### config.mk
export PLATFORM = sky130hd
export DESIGN_NAME = iupac_primer_window_matcher_flat
export DESIGN_NICKNAME = d
export VERILOG_FILES = /design/src/ipwm_pkg.sv /design/src/ipwm_if.sv /design/src/iupac_primer_window_matcher.sv /design/src/flat_wrapper.sv
export SDC_FILE = /design/constraint.sdc
export NUM_CORES = 1
export LEC_CHECK = 0
export ABC_AREA = 1
export BUFFER_PORTS_ARGS = -buffer_cell sky130_fd_sc_hd__buf_2
export CAP_MARGIN = 15
export CORE_MARGIN = 2
export CORE_UTILIZATION = 60
export CTS_CLUSTER_SIZE = 24
export DETAILED_ROUTE_END_ITERATION = 12
export GPL_ROUTABILITY_DRIVEN = 0
export PLACE_DENSITY_LB_ADDON = 0.15
export SLEW_MARGIN = 20
export SYNTH_ARGS = -nofsm -noshare
export SYNTH_HDL_FRONTEND = slang
export SYNTH_SLANG_ARGS = --single-unit
### constraint.sdc
create_clock -name clk -period 11.05 [get_ports clk]
set_clock_uncertainty 0.05 [all_clocks]
set_input_delay 2.7625 -clock clk [delete_from_list [all_inputs] [get_ports clk]]
set_output_delay 2.7625 -clock clk [all_outputs]
set_load 0.05 [all_outputs]
### src/ipwm_pkg.sv
// ----------------------------------------------------------------------------
// ipwm_pkg
// shared constants, register map and letter decode for the primer matcher
// ----------------------------------------------------------------------------
package ipwm_pkg;

  localparam int WINDOW_BITS_DEFAULT = 32;

  localparam int DATA_W    = 32;
  localparam int ADDR_W    = 5;
  localparam int CFG_SMALL = 6;
  localparam int PAT_W     = 32;

  typedef logic [2:0] reg_index_t;

  localparam reg_index_t REG_PATTERN_A          = 3'd0;
  localparam reg_index_t REG_PATTERN_C          = 3'd1;
  localparam reg_index_t REG_PATTERN_G          = 3'd2;
  localparam reg_index_t REG_PATTERN_T          = 3'd3;
  localparam reg_index_t REG_PRIMER_LENGTH      = 3'd4;
  localparam reg_index_t REG_MISMATCH_REGION    = 3'd5;
  localparam reg_index_t REG_MISMATCHES_ALLOWED = 3'd6;

  localparam logic [CFG_SMALL-1:0] PRIMER_LENGTH_RESET = 6'd32;

  localparam logic [7:0] CHAR_A = 8'h41;
  localparam logic [7:0] CHAR_Z = 8'h5A;

  // per nucleotide (a, c, g, t): bit n set when letter 'A'+n covers it
  localparam logic [31:0] BASE_TABLE [4] = '{
    32'h00621089, 32'h01241086, 32'h0026044a, 32'h0158048a
  };

  typedef logic [3:0] nuc_t;

  function automatic nuc_t nuc_bits(logic [7:0] ch);
    logic [4:0] idx;
    nuc_t       bits;
    idx  = '0;
    bits = '0;
    if (ch inside {[CHAR_A:CHAR_Z]}) begin
      idx = 5'(ch - CHAR_A);
      for (int k = 0; k < 4; k++) begin
        bits[k] = BASE_TABLE[k][idx];
      end
    end
    return bits;
  endfunction

endpackage

### src/ipwm_if.sv
// ----------------------------------------------------------------------------
// ipwm channel interfaces
// template letter request channel and match result channel
// ----------------------------------------------------------------------------
interface ipwm_item_if;
  logic       valid;
  logic       ready;
  logic [7:0] base_char;
  logic       restart;

  modport source (output valid, output base_char, output restart, input ready);
  modport sink (input valid, input base_char, input restart, output ready);
endinterface

interface ipwm_result_if;
  logic       valid;
  logic       ready;
  logic       match;
  logic       conserved_ok;
  logic [5:0] agree_count;

  modport source (output valid, output match, output conserved_ok, output agree_count,
                  input ready);
  modport sink (input valid, input match, input conserved_ok, input agree_count,
                output ready);
endinterface

### src/iupac_primer_window_matcher.sv
// ----------------------------------------------------------------------------
// iupac_primer_window_matcher
// streaming iupac primer match with a tolerated mismatch region
// ----------------------------------------------------------------------------
// Takes one template letter per clock while results are taken and returns
// one result per letter. An accepted letter is decoded and shifted into the
// four nucleotide window registers; the result register is then loaded from
// the window AND pattern compare, the masks and the region popcount once the
// result stage can advance. That popcount over WINDOW_BITS positions is the
// path that sets the clock. The user must write configuration over the APB
// port only while no letter is in flight; the block itself does not
// enforce it.
// ----------------------------------------------------------------------------
module iupac_primer_window_matcher #(
  parameter int WINDOW_BITS = ipwm_pkg::WINDOW_BITS_DEFAULT
) (
  input  logic                       clk,
  input  logic                       rst,
  input  logic                       psel,
  input  logic                       penable,
  input  logic                       pwrite,
  input  logic [ipwm_pkg::ADDR_W-1:0] paddr,
  input  logic [ipwm_pkg::DATA_W-1:0] pwdata,
  output logic [ipwm_pkg::DATA_W-1:0] prdata,
  output logic                       pready,
  ipwm_item_if.sink                  item,
  ipwm_result_if.source              result
);
  import ipwm_pkg::*;

  localparam int W     = WINDOW_BITS;
  localparam int LEN_W = $clog2(W + 1);
  localparam int CW    = (LEN_W > CFG_SMALL) ? LEN_W : CFG_SMALL;
  localparam int EXT_W = (W > PAT_W) ? W : PAT_W;
  localparam logic [CW-1:0] W_VAL     = CW'(W);
  localparam logic [CW-1:0] COUNT_MAX = CW'(63);

  logic [PAT_W-1:0]     pattern_a, pattern_c, pattern_g, pattern_t;
  logic [CFG_SMALL-1:0] primer_length, mismatch_region, mismatches_allowed;

  logic [3:0][W-1:0] window;
  logic [3:0][W-1:0] window_next;
  logic              loaded;

  logic       cfg_write;
  reg_index_t cfg_idx;
  logic       accept;
  logic       advance;
  nuc_t       nuc;

  logic [CW-1:0] len, region, conserved, need, count;
  logic [W-1:0]  mask, cmask, agree;
  logic [3:0][W-1:0] pats;
  logic [EXT_W-1:0]  pa_ext, pc_ext, pg_ext, pt_ext;
  logic          conserved_ok_next;

  // config port
  assign pready    = 1'b1;
  assign cfg_idx   = reg_index_t'(paddr[ADDR_W-1:2]);
  assign cfg_write = psel && penable && pwrite && pready;

  always_ff @(posedge clk) begin
    if (rst) begin
      pattern_a          <= '0;
      pattern_c          <= '0;
      pattern_g          <= '0;
      pattern_t          <= '0;
      primer_length      <= PRIMER_LENGTH_RESET;
      mismatch_region    <= '0;
      mismatches_allowed <= '0;
    end else if (cfg_write) begin
      case (cfg_idx)
        REG_PATTERN_A:          pattern_a          <= pwdata;
        REG_PATTERN_C:          pattern_c          <= pwdata;
        REG_PATTERN_G:          pattern_g          <= pwdata;
        REG_PATTERN_T:          pattern_t          <= pwdata;
        REG_PRIMER_LENGTH:      primer_length      <= pwdata[CFG_SMALL-1:0];
        REG_MISMATCH_REGION:    mismatch_region    <= pwdata[CFG_SMALL-1:0];
        REG_MISMATCHES_ALLOWED: mismatches_allowed <= pwdata[CFG_SMALL-1:0];
        default: ;
      endcase
    end
  end

  always_comb begin
    case (cfg_idx)
      REG_PATTERN_A:          prdata = pattern_a;
      REG_PATTERN_C:          prdata = pattern_c;
      REG_PATTERN_G:          prdata = pattern_g;
      REG_PATTERN_T:          prdata = pattern_t;
      REG_PRIMER_LENGTH:      prdata = DATA_W'(primer_length);
      REG_MISMATCH_REGION:    prdata = DATA_W'(mismatch_region);
      REG_MISMATCHES_ALLOWED: prdata = DATA_W'(mismatches_allowed);
      default:                prdata = '0;
    endcase
  end

  // length, region and masks
  always_comb begin
    len       = (CW'(primer_length) > W_VAL) ? W_VAL : CW'(primer_length);
    region    = (CW'(mismatch_region) > len) ? len : CW'(mismatch_region);
    conserved = len - region;
    need      = (region > CW'(mismatches_allowed)) ? region - CW'(mismatches_allowed) : '0;
    for (int i = 0; i < W; i++) begin
      mask[i]  = (CW'(i) < len);
      cmask[i] = (CW'(i) < conserved);
    end
  end

  // handshake and window shift
  assign advance    = !result.valid || result.ready;
  assign item.ready = !loaded || advance;
  assign accept     = item.valid && item.ready;
  assign nuc        = nuc_bits(item.base_char);

  always_comb begin
    for (int k = 0; k < 4; k++) begin
      window_next[k] = (((item.restart ? '0 : window[k]) << 1) | W'(nuc[k])) & mask;
    end
  end

  always_ff @(posedge clk) begin
    if (rst) begin
      window <= '0;
      loaded <= 1'b0;
    end else begin
      if (accept) begin
        window <= window_next;
      end
      if (accept) begin
        loaded <= 1'b1;
      end else if (advance) begin
        loaded <= 1'b0;
      end
    end
  end

  // compare and count
  assign pa_ext = EXT_W'(pattern_a);
  assign pc_ext = EXT_W'(pattern_c);
  assign pg_ext = EXT_W'(pattern_g);
  assign pt_ext = EXT_W'(pattern_t);
  assign pats   = {pt_ext[W-1:0], pg_ext[W-1:0], pc_ext[W-1:0], pa_ext[W-1:0]};

  always_comb begin
    agree = '0;
    for (int k = 0; k < 4; k++) begin
      agree = agree | (window[k] & pats[k]);
    end
    agree = agree & mask;
    count = '0;
    for (int i = 0; i < W; i++) begin
      count = count + CW'(agree[i] & !cmask[i]);
    end
    if (count > COUNT_MAX) begin
      count = COUNT_MAX;
    end
    conserved_ok_next = ((agree & cmask) == cmask);
  end

  always_ff @(posedge clk) begin
    if (rst) begin
      result.valid <= 1'b0;
    end else if (advance) begin
      result.valid <= loaded;
    end
  end

  always_ff @(posedge clk) begin
    if (advance && loaded) begin
      result.conserved_ok <= conserved_ok_next;
      result.match        <= conserved_ok_next && (count >= need);
      result.agree_count  <= count[5:0];
    end
  end

  // checks
  a_match_needs_conserved: assert property (@(posedge clk) disable iff (rst)
    result.valid |-> (!result.match || result.conserved_ok))
    else $error("match without conserved agreement");

  a_count_in_window: assert property (@(posedge clk) disable iff (rst)
    result.valid |-> (CW'(result.agree_count) <= W_VAL))
    else $error("agree count beyond window");

  a_accept_loads: assert property (@(posedge clk) disable iff (rst)
    accept |=> loaded)
    else $error("accepted letter not held in window stage");

  a_stall_holds_window: assert property (@(posedge clk) disable iff (rst)
    (loaded && !advance) |=> (loaded && $stable(window)))
    else $error("window changed while its result was stalled");

  a_not_ready_only_when_full: assert property (@(posedge clk) disable iff (rst)
    !item.ready |-> (loaded && result.valid))
    else $error("request refused with room in the pipeline");

endmodule

### src/flat_wrapper.sv
// flat-port wrapper written by rule: the top's interface ports become plain ports
module iupac_primer_window_matcher_flat import ipwm_pkg::*;
#(
  parameter int WINDOW_BITS = ipwm_pkg::WINDOW_BITS_DEFAULT
)
  (clk, rst, psel, penable, pwrite, paddr, pwdata, prdata, pready, item_valid, item_base_char, item_restart, item_ready, result_valid, result_match, result_conserved_ok, result_agree_count, result_ready);
  ipwm_item_if item_i ();
  ipwm_result_if result_i ();
  input  logic clk;
  input  logic rst;
  input  logic psel;
  input  logic penable;
  input  logic pwrite;
  input  logic [ipwm_pkg::ADDR_W-1:0] paddr;
  input  logic [ipwm_pkg::DATA_W-1:0] pwdata;
  output logic [ipwm_pkg::DATA_W-1:0] prdata;
  output logic pready;
  input wire logic [$bits(item_i.valid)-1:0] item_valid;
  input wire logic [$bits(item_i.base_char)-1:0] item_base_char;
  input wire logic [$bits(item_i.restart)-1:0] item_restart;
  output wire logic [$bits(item_i.ready)-1:0] item_ready;
  output wire logic [$bits(result_i.valid)-1:0] result_valid;
  output wire logic [$bits(result_i.match)-1:0] result_match;
  output wire logic [$bits(result_i.conserved_ok)-1:0] result_conserved_ok;
  output wire logic [$bits(result_i.agree_count)-1:0] result_agree_count;
  input wire logic [$bits(result_i.ready)-1:0] result_ready;
  assign item_i.valid = item_valid;
  assign item_i.base_char = item_base_char;
  assign item_i.restart = item_restart;
  assign item_ready = item_i.ready;
  assign result_valid = result_i.valid;
  assign result_match = result_i.match;
  assign result_conserved_ok = result_i.conserved_ok;
  assign result_agree_count = result_i.agree_count;
  assign result_i.ready = result_ready;
  iupac_primer_window_matcher #(.WINDOW_BITS(WINDOW_BITS)) u_core (.clk(clk), .rst(rst), .psel(psel), .penable(penable), .pwrite(pwrite), .paddr(paddr), .pwdata(pwdata), .prdata(prdata), .pready(pready), .item(item_i), .result(result_i));
endmodule
==> results by stage, run 1 <==
Finish:
- After the last flow step, the layout net total stands at ~2,200.
- In the final layout, flip-flops and latches occupy 0.00577 mm2.
- The layout has 2,014 filler cells.
- The library cell used most frequently in the layout, excluding fill and tap cells, is nand2_1.
- The area growth from synthesis to layout is 11.8%.
- Leaving out fill and tap cells, the most frequent cells in the layout are nand2_1 (448), dfxtp_1 (276), nor2_1 (258).
- The total area of multi-input combinational cells is 0.00752 mm2.
- Of the cells placed in the final design, the portion with a size suffix greater than 1 is 0.108.
- The final cell count without fillers is 2,402.
- The antenna diode count is 0.

Yosys:
- The area fraction of the dominant cell type after synthesis is 0.385.
- The Yosys warning count is 0.
- When the netlist entered floorplanning its net count stood at 2,116.
- The synthesized area per cell is ~7.2 um2.
- Counting flops with an async set or reset pin after synthesis yields a share of 0.
- The unique cell type count in the Yosys netlist is 53.
- The post-synthesis sequential element count is 284.
- The most frequently used flop master after synthesis is dfxtp_1.
- For this run, the register share of the synthesized area comes to 0.402.
- Counting flops with a built-in enable in the synthesized netlist gives 8.
- The synthesized cell area is 0.0144 mm2.
- Synthesis produced 2,007 cells.
- Yosys attributes the largest share of cell area to dfxtp_1 (38%), nand2_1 (12%), a21oi_1 (7.6%), o21ai_0 (6.9%), nor2_1 (6.7%).
- The synthesized design spends more area on one cell type than any other, namely dfxtp_1.

CTS:
- The hold-fix buffer count after cts is 0.
- After clock tree synthesis, the clock-pin slew on the worst setup and hold paths is 0.07 ns.
- The insertion delay of the later-clocked pin in the worst-skew pair is roughly 0.56 ns.
- After clock tree synthesis, the setup repair step added 0 buffers.
- Clock tree synthesis selected as its root buffer the cell clkbuf_16.
- The depth of the CTS H-tree is 1.
- The number of sinks on the clock net is 284.
- No sink is reached through more buffers than the 3 on the longest clock path.
- The CTS tree is done.
- Once the clock tree was built, the resizer swapped 0 gates to a different size.
- In this run, CTS created clock tree buffers numbering 29.

Floorplanning:
- The die boundary height is about 160 um.
- The floorplan step defined a core boundary enclosing 0.0235 mm2.
- For this configuration, the core starts out at a cell density of 0.611.
- The number of rows created at floorplan is 56.
- From left edge to right edge, the die measures 159 um.
- Pin placement for this block handled 96 I/O pins.
- The die area is roughly 0.025 mm2.

Worst setup path:
- The largest fanout on the critical path is 14.
- On the worst path, the slowest cell contributes a delay of 0.63 ns.
- The worst register-to-register path has a depth of 41.
- For the worst setup path, the data required time is 11.32 ns.
- The most frequent cell on the critical path is nand2_1.
- The register-to-register setup slack is 1.12 ns.
- The critical path's slowest cell is fa_1.
- The family with the most delay on the worst path is adder cells.
- STA classifies the critical path endpoint as a register.
- The critical path launch point type is a register.
- The critical path arrival is 10.19 ns.
- The startpoint-to-endpoint class of the critical path is register to register.
- The endpoint identified for the worst register-to-register timing path is u_core.result.match$_DFFE_PP_.
- The startpoint of the worst register-to-register path is u_core.primer_length[1]$_SDFFE_PP0P_.
- The number of buffers and inverters on the critical path is 5.

Job:
- Across the run, the number of max-cap violations was 0.

Outcome:
- The run finished with clean final reports.

STA:
- At the pin with the least slew margin, the transition time is 1.03 ns.
- The time the worst path needs with I/O delays and setup is just under 10 ns.
- The final count of negative-setup-slack endpoints is 0.
- Setup repair after global routing left no endpoint under its margin.
- Dividing the final minimum period by the clock period gives 0.898.
- The headroom to the max-slew limit is 0.311.
- Based on the critical path, the design can be clocked at up to 0.101 GHz.
- The total count of max-transition violations in the final report is 0.
- The count of endpoints failing hold in the final timing report is 0.
- The setup TNS after final layout is 0 ns.

Route:
- The mean routed wirelength per cell is between 15 and 20 um.
- The number of vias after detailed routing is 14,500.
- The first-iteration detailed-routing DRC count is 1,623.
- The post-detailed-route count of antenna-violating nets is 0.
- The post-detailed-route DRC marker count is 0.
- The number of iterations in the first detailed-routing pass is 6.
- In the routed layout, each cell is associated on average with a via count of roughly 6.0.
- The final layout contains routed wiring with a total length of 45,600 um.

Worst hold path:
- The worst hold path terminates at u_core.window[31]$_SDFFE_PP0P_.
- In this run the worst hold path is classified as register to register.
- The number of cells on the worst hold path is 2.
- The startpoint of the most critical hold path is u_core.window[31]$_SDFFE_PP0P_.

Global route:
- In the global route stage, overall resource usage came out at 0.360.
- Entering global routing, the biggest net connects 97 pins.
- The first global-routing pass estimated between 70,000 and 80,000 um of wire.
- The total overflow left after global routing is 0.
- The initial antenna violation count came to 1.
- The number of global-route vias before repair came to 13,400.

Placed design:
- During placement, the flow inserted port buffers numbering 92.
- The post-placement cell count is 2,349.
- After legalization and detailed placement, the total HPWL measured 31,000 um.

Power and ir drop:
- The total power density per cell area is 142 mW/mm2.
- VDD sags by at most ~0.13 mV.
- The leakage power of the design is 6.53 nW.
-- layer usage --
metal	part of all wire	global-route usage	wire length (um)
met3	0.099	0.0626	4490
met4	0.048	0.161	2200
met5	0	0	0
met2	0.45	0.584	20600
met1	0.40	0.472	18300
-- worst max-delay path by stage --
stage                                               from  slack (ns)  cells after the start                            end
floorplan           u_core.primer_length[5]$_SDFFE_PP1P_        2.47                     39  u_core.result.match$_DFFE_PP_
global placement    u_core.primer_length[1]$_SDFFE_PP0P_        1.55                     41  u_core.result.match$_DFFE_PP_
detailed placement  u_core.primer_length[1]$_SDFFE_PP0P_        1.33                     41  u_core.result.match$_DFFE_PP_
CTS                 u_core.primer_length[1]$_SDFFE_PP0P_        1.33                     41  u_core.result.match$_DFFE_PP_
global route        u_core.primer_length[1]$_SDFFE_PP0P_        0.79                     41  u_core.result.match$_DFFE_PP_
finish              u_core.primer_length[1]$_SDFFE_PP0P_        1.12                     41  u_core.result.match$_DFFE_PP_
-- cell usage after synthesis (2+ instances only) --
cell type    n
a211oi_1     2
nor3_1       5
xnor2_1      2
nand2_1    449
clkinv_1     5
inv_2       17
ha_1        30
a21o_1       5
xor2_1       2
nor2_4       3
nand4_1     33
o22ai_1     20
o21a_1       4
o21ai_2      2
nor2_2      10
o21ai_1      5
or2_2       10
o221ai_1     2
nand2_4      2
a22o_1      31
a41o_1       2
fa_1        26
o21ai_0    197
inv_1      172
nor2_1     258
buf_6        2
a32oi_1      8
buf_2        2
inv_4        2
clkbuf_1    79
a2111o_1     2
a21oi_1    218
dfxtp_1    276
nand2_2      6
nand3_1     60
nor3_2       2
o2111ai_1   10
nand3_2      4
edfxtp_1     8
a221oi_1     8
a22oi_1     14
-- stage by stage --
step	utilization	total power, mW	hold WS [ns]	instance area (um2)	setup slack (ns)
final	0.684	2.28	0.416	16000	1.12
after global routing	0.684	2.33	0.436	16000	0.791
after CTS	0.684	2.27	0.420	16000	1.33
after detailed placement	0.639	1.23	0.410	15000	1.33
after global placement	0.639	1.22	0.404	15000	1.55
after floorplan	-	1.17	0.389	14400	2.47
-- sequential cells by signal, indices dropped and copies added, names as in the netlist --
register,flops
u_core.window,128
u_core.pattern_g,32
u_core.result.valid,1
u_core.mismatch_region,6
u_core.result.conserved_ok,1
u_core.pa_ext,32
u_core.result.agree_count,6
u_core.primer_length,6
u_core.pattern_t,32
u_core.mismatches_allowed,6
u_core.result.match,1
u_core.loaded,1
u_core.pattern_c,32
-- area by class of cell --
class,instances,share of cell area
multi-input combinational,1442,0.469
sequential,284,0.359
clock inverter,15,0.0118
timing repair buffer,108,0.0363
clock buffer,38,0.0530
inverter,196,0.0462
tap,319,0.0249
-- power breakdown --
part	leakage, nW	internal, mW	switching, mW
combinational	3.71	0.0403	0.128
clock	0.512	0.635	0.430
sequential	2.31	1.04	0.00628
-- cell families (layout without fill, tap and decap cells) --
family / Yosys count / in the layout / share of synthesized area
AND/OR/NAND/NOR: 846 / 846 / 0.245
AO/OA/AOI/OAI: 533 / 533 / 0.210
flip-flops: 284 / 284 / 0.402
buffers and inverters: 281 / 357 / 0.0753
adder cells (fa/ha/maj): 56 / 56 / 0.0624
XOR/XNOR: 6 / 6 / 0.00549
other: 1 / 1 / 0.000261
-- worst min-delay path, cell delays in order (launching register included) --
cell and delay [ns]:
dfxtp_1 0.31, nand2_1 0.06, a21oi_1 0.05
Note: power is estimated with default switching activity, not from simulation.
==> inputs of run 2 (changes only) <==
==> constraint.sdc (replaced) <==
create_clock -name clk -period 12.2 [get_ports clk]
set_clock_uncertainty 0.05 [all_clocks]
set_input_delay 3.05 -clock clk [delete_from_list [all_inputs] [get_ports clk]]
set_output_delay 3.05 -clock clk [all_outputs]
set_load 0.05 [all_outputs]
==> run 2 against run 1 <==
Effect of this change:
- die area unchanged
- design area down 0.16%
- hold slack better by 0.0010 ns
- critical path type unchanged
- critical endpoint unchanged
- highest routed layer is now met5
==> results by stage, run 2 (synthesis results as in run 1) <==
Route:
- The first-iteration detailed-routing DRC count is between 1,500 and 2,000.
- The average via count per standard cell is 5.98.
- The post-detailed-route count of antenna-violating nets is 0.
- After detailed routing, the total wire length is between 40,000 and 50,000 um.
- Dividing the detail-routed wire length by the instance count gives 18.7 um.
- The number of iterations in the first detailed-routing pass is 6.
- Detailed routing inserted a total of 14,400 vias.
- The post-detailed-route DRC marker count is 0.

Finish:
- Leaving out fill and tap cells, the most frequent cell in the layout is nand2_1.
- The library cells used most frequently in the layout, excluding fill and tap cells, are nand2_1 (448), dfxtp_1 (276), nor2_1 (258).
- After routing the design area is 0.0160 mm2.
- In the final layout, the share of cells above drive strength 1 is 0.106.
- The number of flip-flops under the largest register name is 128.
- The net count of the finished layout is 2,170.
- Counting flops per register, the top entry is u_core.window.
- The antenna diode count is 0.
- The area added between synthesis and finish is 11.6%.
- The number of inserted filler cells in the final layout is 2,024.

Worst setup path:
- The critical path launch point type is a register.
- STA puts the critical path data required time at approximately 12 ns.
- The most numerous cell type found on the critical path is nand2_1.
- The startpoint-to-endpoint class of the critical path is register to register.
- In this run the register-to-register setup slack is between 2 and 2.5 ns.
- The largest fanout on the critical path is 14.
- In this design, the stage delay of the slowest critical-path cell is 0.62 ns.
- The critical path's slowest cell is fa_1.
- Data on the critical path arrives at its endpoint at between 10 and 15 ns.
- The category of the worst setup path capture point is a register.

Floorplanning:
- The die is 159 um wide.
- The initial utilization of the core area, before any placement, comes to 0.611.
- The floorplan step set the die height to 159 um.
- The core box area is 0.0235 mm2.
- In this run the count of I/O pins placed on the die edge is 96.
- The initialized floorplan defines between 50 and 60 standard-cell rows.
- The die covers 0.0252 mm2.

STA:
- The total count of max-transition violations in the final report is 0.
- The upper clock frequency limit is roughly 0.10 GHz.
- The setup TNS after final layout is 0 ns.
- For the pin with the worst max-slew slack, the measured transition is 1.03 ns.
- Of the available clock period, the critical path in the final layout requires 0.811.
- Setup violations remaining at the end of the flow were counted as 0.
- The headroom to the max-slew limit is 0.314.
- The clock period could shrink to around 9.9 ns.
- The count of endpoints failing hold in the final timing report is 0.
- Setup repair after global routing left no endpoint under its margin.

CTS:
- Once the clock tree was built, the setup fixing pass inserted 0 buffers.
- The clock transition at the register clock pins on the worst setup and hold paths after CTS is around 0.070 ns.
- The number of buffers on the longest clock path is 3.
- The depth of the CTS H-tree is 1.
- The number of hold buffers added after CTS was 0.
- The number of buffers inserted during clock tree synthesis is 29.
- The post-cts repair resize count is 0.
- TritonCTS built the clock tree.
- The tree is rooted in a clkbuf_16.
- The clock reaches the later pin of the worst-skew pair after ~0.57 ns.
- The number of sinks on the clock net is ~280.

Placed design:
- The post-DP HPWL is 30,600 um.
- Port buffering added between 90 and 100 buffers.
- The total cell area at the placement stage is 0.0150 mm2.

Global route:
- The total overflow left after global routing is 0.
- The number of global-route vias before repair is 13,200.
- The total track usage is 0.359.
- The first global-routing pass estimated ~70,000 um of wire.
- Entering global routing, the biggest net connects 97 pins.
- The initial antenna violation count is 1.

Worst hold path:
- The worst hold path belongs to the class register to register.

Power and ir drop:
- The total power after layout is 2.04 mW.
- In this run the static leakage power is between 6 and 7 nW.
- The total power density per cell area is 128 mW/mm2.
- The worst IR drop on VDD is approximately 0.087 mV.

Job:
- The number of max-cap violations is 0.

Outcome:
- The run finished with clean final reports.
-- run 2: cell types whose count changed in the layout (fill, tap and decap cells not counted) --
cell	change
clkinv_2	-1
clkbuf_1	+5
inv_16	+1
inv_8	-1
clkbuf_16	-1
clkinvlp_4	-3
-- run 2: where the power goes --
part	internal, mW	switching (mW)
Sequential	0.939	0.00566
Clock	0.565	0.382
Combinational	0.0365	0.115
Total	1.54	0.503
-- run 2: final timing paths --
| check | end | cells past startpoint | from |
|---|---|---|---|
| worst max-delay path | u_core.result.match$_DFFE_PP_ | 41 | u_core.primer_length[1]$_SDFFE_PP0P_ |
| worst min-delay path | u_core.pattern_t[31]$_SDFFE_PP0P_ | 2 | u_core.pattern_t[31]$_SDFFE_PP0P_ |
| worst max register to register | u_core.result.match$_DFFE_PP_ | 41 | u_core.primer_length[1]$_SDFFE_PP0P_ |
| worst min register to register | u_core.pattern_t[31]$_SDFFE_PP0P_ | 2 | u_core.pattern_t[31]$_SDFFE_PP0P_ |
-- run 2: final cells by class --
| cell class | count | area (um2) | share of cell area |
|---|---|---|---|
| multi-input cells | 1442 | 7520 | 0.469 |
| flip-flops and latches | 284 | 5770 | 0.360 |
| clock buffers | 42 | 845 | 0.0527 |
| inverters | 196 | 741 | 0.0462 |
| repair buffers | 108 | 583 | 0.0364 |
| well taps | 319 | 399 | 0.0249 |
| clock inverters | 11 | 170 | 0.0106 |
-- run 2: through the flow --
stage / setup slack [ns] / util / hold slack (ns) / cells
floorplan: 3.62 / - / 0.389 / 2007
global placement: 2.66 / 0.639 / 0.404 / 2349
detailed placement: 2.53 / 0.639 / 0.407 / 2349
CTS: 2.50 / 0.683 / 0.416 / 2402
finish: 2.30 / 0.683 / 0.417 / 2402
global route: 1.92 / 0.683 / 0.432 / 2402
-- run 2: routing by layer --
metal	share of wire	wire (um)	GRT usage
met5	0.00029	13	0
met1	0.41	18500	0.496
met3	0.095	4250	0.0501
met4	0.043	1920	0.142
met2	0.45	20200	0.571
-- run 2: critical path, delay by kind of cell (launching register included) --
kind            cells  cell delay, ns
fa+ha+maj          11            4.80
simple gates       17            2.54
compound gates      8            1.47
flops               1            0.40
buf+inv             5            0.39
==> inputs of run 3 (changes only) <==
--- a/config.mk
+++ b/config.mk
@@ -5,7 +5,7 @@
 export SDC_FILE = /design/constraint.sdc
 export NUM_CORES = 1
 export LEC_CHECK = 0
-export ABC_AREA = 1
+export ABC_AREA = 0
 export BUFFER_PORTS_ARGS = -buffer_cell sky130_fd_sc_hd__buf_2
 export CAP_MARGIN = 15
 export CORE_MARGIN = 2
==> constraint.sdc (replaced) <==
create_clock -name clk -period 10.06 [get_ports clk]
set_clock_uncertainty 0.05 [all_clocks]
set_input_delay 2.515 -clock clk [delete_from_list [all_inputs] [get_ports clk]]
set_output_delay 2.515 -clock clk [all_outputs]
set_load 0.05 [all_outputs]
==> run 3 against run 2 <==
Effect of this change:
- non-clock buffer count increased by 8
- synthesized cell count is 12% lower
- largest cell class unchanged
- highest routed layer is now met4
- count of clock-buffer cells in the layout grew 2
- cell count shrank 12%
- total power up 17%
- critical endpoint unchanged
==> results by stage, run 3 <==
Outcome:
- The run finished with clean final reports.

STA:
- The headroom to the max-slew limit is 0.267.
- The time the worst path needs with I/O delays and setup is between 9 and 10 ns.
- Setup repair after global routing left no endpoint under its margin.
- The upper clock frequency limit is roughly 0.11 GHz.
- The total count of max-transition violations in the final report is 0.
- Setup violations remaining at the end of the flow were counted as 0.
- For the pin with the worst max-slew slack, the measured transition is 1.09 ns.
- Summed over all failing endpoints, the final setup total negative slack is 0 ns.
- The count of endpoints failing hold in the final timing report is 0.
- In the finished design, the share of the clock period the worst path needs comes to 0.942.
- The final setup slack of the worst path is 0.579 ns.

Placed design:
- The post-DP HPWL is 28,500 um.
- The worst-case setup slack after placement is 0.514 ns.
- The number of port buffers is slightly above 90.

Yosys:
- The synthesized netlist occupies a cell area of 0.0141 mm2.
- Ranked by instance count, the synthesized netlist is headed by nand2_1 (344), dfxtp_1 (276), a22oi_1 (228).
- The synthesized area per cell is 8.05 um2.
- The portion of netlist area occupied by mux cells is 0.0223.
- The cell count after synthesis is ~1,800.
- The most frequently used flop master after synthesis is dfxtp_1.
- For this run, asynchronously set or reset flops after synthesis account for 0.
- The number of synthesized flops with an enable pin is 8.
- When the netlist entered floorplanning its net count stood at roughly 1,900.
- Synthesis instantiated 69 different standard cells from the library.
- The share of synthesized cell area in full adder, half adder and majority cells is 0.0640.
- For this run, the register share of the synthesized area comes to 0.408.
- The most repeated cell in the gate-level netlist after synthesis is nand2_1.
- The Yosys warning count is 0.
- The area fraction of the dominant cell type after synthesis is 0.391.
- In this run, synthesis produced a sequential element count of around 280.
- After synthesis, the largest family of logic cells by area is compound AO/OA/AOI/OAI gates.
- Yosys attributes the largest share of cell area to dfxtp_1 (39%), a22oi_1 (12%), nand2_1 (9.1%), a21oi_1 (6.8%), nor2_1 (5.3%).
- Of the total synthesized cell area, the portion taken by XOR and XNOR cells is 0.0122.
- The synthesized design spends more area on one cell type than any other, namely dfxtp_1.
- The compound-gate portion of the synthesized area is 0.252.
- The simple-gate portion of the synthesized area is 0.190.

Global route:
- The initial antenna violation count was 0.
- Across every metal layer, demand over resource in global routing totals 0.349.
- The aggregate global routing overflow is 0.
- Entering global routing, the biggest net connects between 150 and 200 pins.
- The number of global-route vias before repair came to 12,700.
- The first global-routing pass estimated 68,400 um of wire.

Power and ir drop:
- The internal portion of the total power is between 1.5 and 2 mW.
- The clock network power share is 0.462.
- The share of total power dissipated in sequential elements is 0.478.
- VDD sags by at most 0.141 mV.
- The leakage power of the design is 5.77 nW.
- The net switching power is 0.585 mW.
- The share of total power dissipated in combinational logic is 0.059.
- The switching fraction of total power is 0.245.
- For this design the ratio of total power to cell area is ~150 mW/mm2.

Route:
- Summed over all nets, wire length on met2 after detailed routing comes to 20,200 um.
- The detailed router finished its first iteration with 1,814 violations.
- The number of iterations in the first detailed-routing pass is 6.
- The number of vias after detailed routing is 13,400.
- Summed over all nets, wire length on met3 after detailed routing comes to around 4000 um.
- The routed design has 43,300 um of wire.
- The average via count per standard cell is 6.31.
- The post-detailed-route DRC marker count is 0.
- Dividing the detail-routed wire length by the instance count gives 20.4 um.
- The detailed router put a total of around 18,000 um of wire on met1.
- Once detail routing completed, the nets flagged for antenna violations numbered 0.
- The detailed router used layers up to and including met4.

Floorplanning:
- The die boundary height is 158 um.
- The die is 158 um wide.
- For this design the top-level I/O count stands at 96.
- The die covers about 0.025 mm2.
- The initialized floorplan defines 56 standard-cell rows.
- The initial standard-cell utilization of the core is 0.606.
- The region available for standard cell placement spans 0.0233 mm2.

CTS:
- The root buffer cell chosen for the clock tree is clkbuf_16.
- Counting along the longest clock path gives a buffer depth of 3.
- The clock net in this run drives a total of 284 sinks.
- The depth of the CTS H-tree is 1.
- The insertion delay of the later-clocked pin in the worst-skew pair is 0.58 ns.
- After clock tree synthesis, the clock-pin slew on the worst setup and hold paths is 0.07 ns.
- The number of post-CTS setup repair buffers is 0.
- TritonCTS built the clock tree.
- Clock tree synthesis inserted a total of 30 buffers.

Finish:
- The number of flip-flops under the largest register name is 128.
- The register with the most flip-flops in the final layout is u_core.window.
- The repair_antennas step left the layout with diodes totalling 0.
- The library cell used most frequently in the layout, excluding fill and tap cells, is nand2_1.
- The area added between synthesis and finish is 10.9%.
- The number of inserted filler cells in the final layout is about 2,000.
- The net count of the finished layout is about 1,900.
- Of the cells placed in the final design, the portion with a size suffix greater than 1 is 0.107.
- Leaving out fill and tap cells, the most frequent cells in the layout are nand2_1 (339), dfxtp_1 (276), a22oi_1 (228).

Worst setup path:
- In this run the number of cells on the critical path is 36.
- STA classifies the critical path endpoint as a register.
- The worst setup path is launched from a register.
- The biggest cell delay along the critical path is 0.59 ns.
- In this design, the critical path's most frequently occurring cell is fa_1.
- The path depth of the worst reg2reg path is 36.
- On the critical path the largest part of the delay comes from adder cells.
- The critical path's slowest cell is fa_1.
- The critical path arrival is 9.74 ns.
- The buffer and inverter count on the worst path is 7.
- For the worst setup path, the data required time is approximately 10 ns.
- The startpoint-to-endpoint class of the critical path is register to register.
- In this run the worst path has a maximum fanout of 10.

Worst hold path:
- The class of the worst hold path is register to register.
- The worst hold path passes through 2 cells.

Job:
- Across the run, the number of max-cap violations was 0.
## run 3: cell count changes after synthesis, sizes merged, moves of 22 or more
cell,before,now
clkbuf,79,101
mux2i,0,27
a22oi,14,228
a21oi,219,195
o21ai,204,26
nand3,65,33
nor2,271,201
inv,191,52
nand4,33,5
nand2,457,344
## run 3: area by class of cell
type                       instances  area [um2]  area share
clock inverter                     9         104     0.00662
inverter                          52         195      0.0124
sequential                       284        5770       0.368
tap                              319         399      0.0254
clock buffer                      44         875      0.0558
timing repair buffer             116         649      0.0414
multi-input combinational       1295        7700       0.491
## run 3: metrics by stage
step           hold slack, ns  power (mW)  utilization  instances  cell area, um2
2_1_floorplan           0.382        1.26            -       1757           14100
3_3_place_gp            0.390        1.30        0.630       2066           14700
3_5_place_dp            0.396        1.30        0.630       2066           14700
4_1_cts                 0.403        2.39        0.672       2119           15700
5_1_grt                 0.419        2.44        0.672       2119           15700
6_report                0.399        2.38        0.672       2119           15700
## run 3: worst paths after layout
path	slack, ns	end	from
setup / recovery	0.58	u_core.result.match$_DFFE_PP_	u_core.primer_length[5]$_SDFFE_PP1P_
hold / removal	0.40	u_core.window[95]$_SDFFE_PP0P_	u_core.window[95]$_SDFFE_PP0P_
setup reg to reg	0.58	u_core.result.match$_DFFE_PP_	u_core.primer_length[5]$_SDFFE_PP1P_
hold reg to reg	0.40	u_core.window[95]$_SDFFE_PP0P_	u_core.window[95]$_SDFFE_PP0P_
## run 3: tightest hold or removal path: stages, from the launching register on
cell and delay [ns]:
dfxtp_1 0.31, nand2_1 0.05, a21oi_1 0.05
## run 3: repair_timing
action | in CTS | in global routing
endpoints found under the setup margin | 0 | 1
endpoints found under the hold margin | 0 | 0
gates resized for setup | 0 | 3
hold buffers | 0 | 0
## run 3: cells by family after synthesis
logic type	Yosys count
simple gates	651
other cells	1
xor+xnor	18
mux	30
compound gates	538
fa+ha+maj	57
buf+inv	178
flops	284
## run 3: power groups by stage
stage	Combinational, mW	Clock [mW]	Sequential (mW)
after floorplan	0.0864	0	1.17
after global placement	0.135	0	1.16
after detailed placement	0.137	0	1.17
after CTS	0.138	1.11	1.14
after global routing	0.152	1.15	1.14
final	0.141	1.10	1.14
## run 3: per-layer routing
layer  vias to the layer above  GRT usage
met5                         -          0
met4                         0      0.133
met3                       125     0.0504
met2                       716      0.575
met1                      6307      0.466
li1                       6217          -
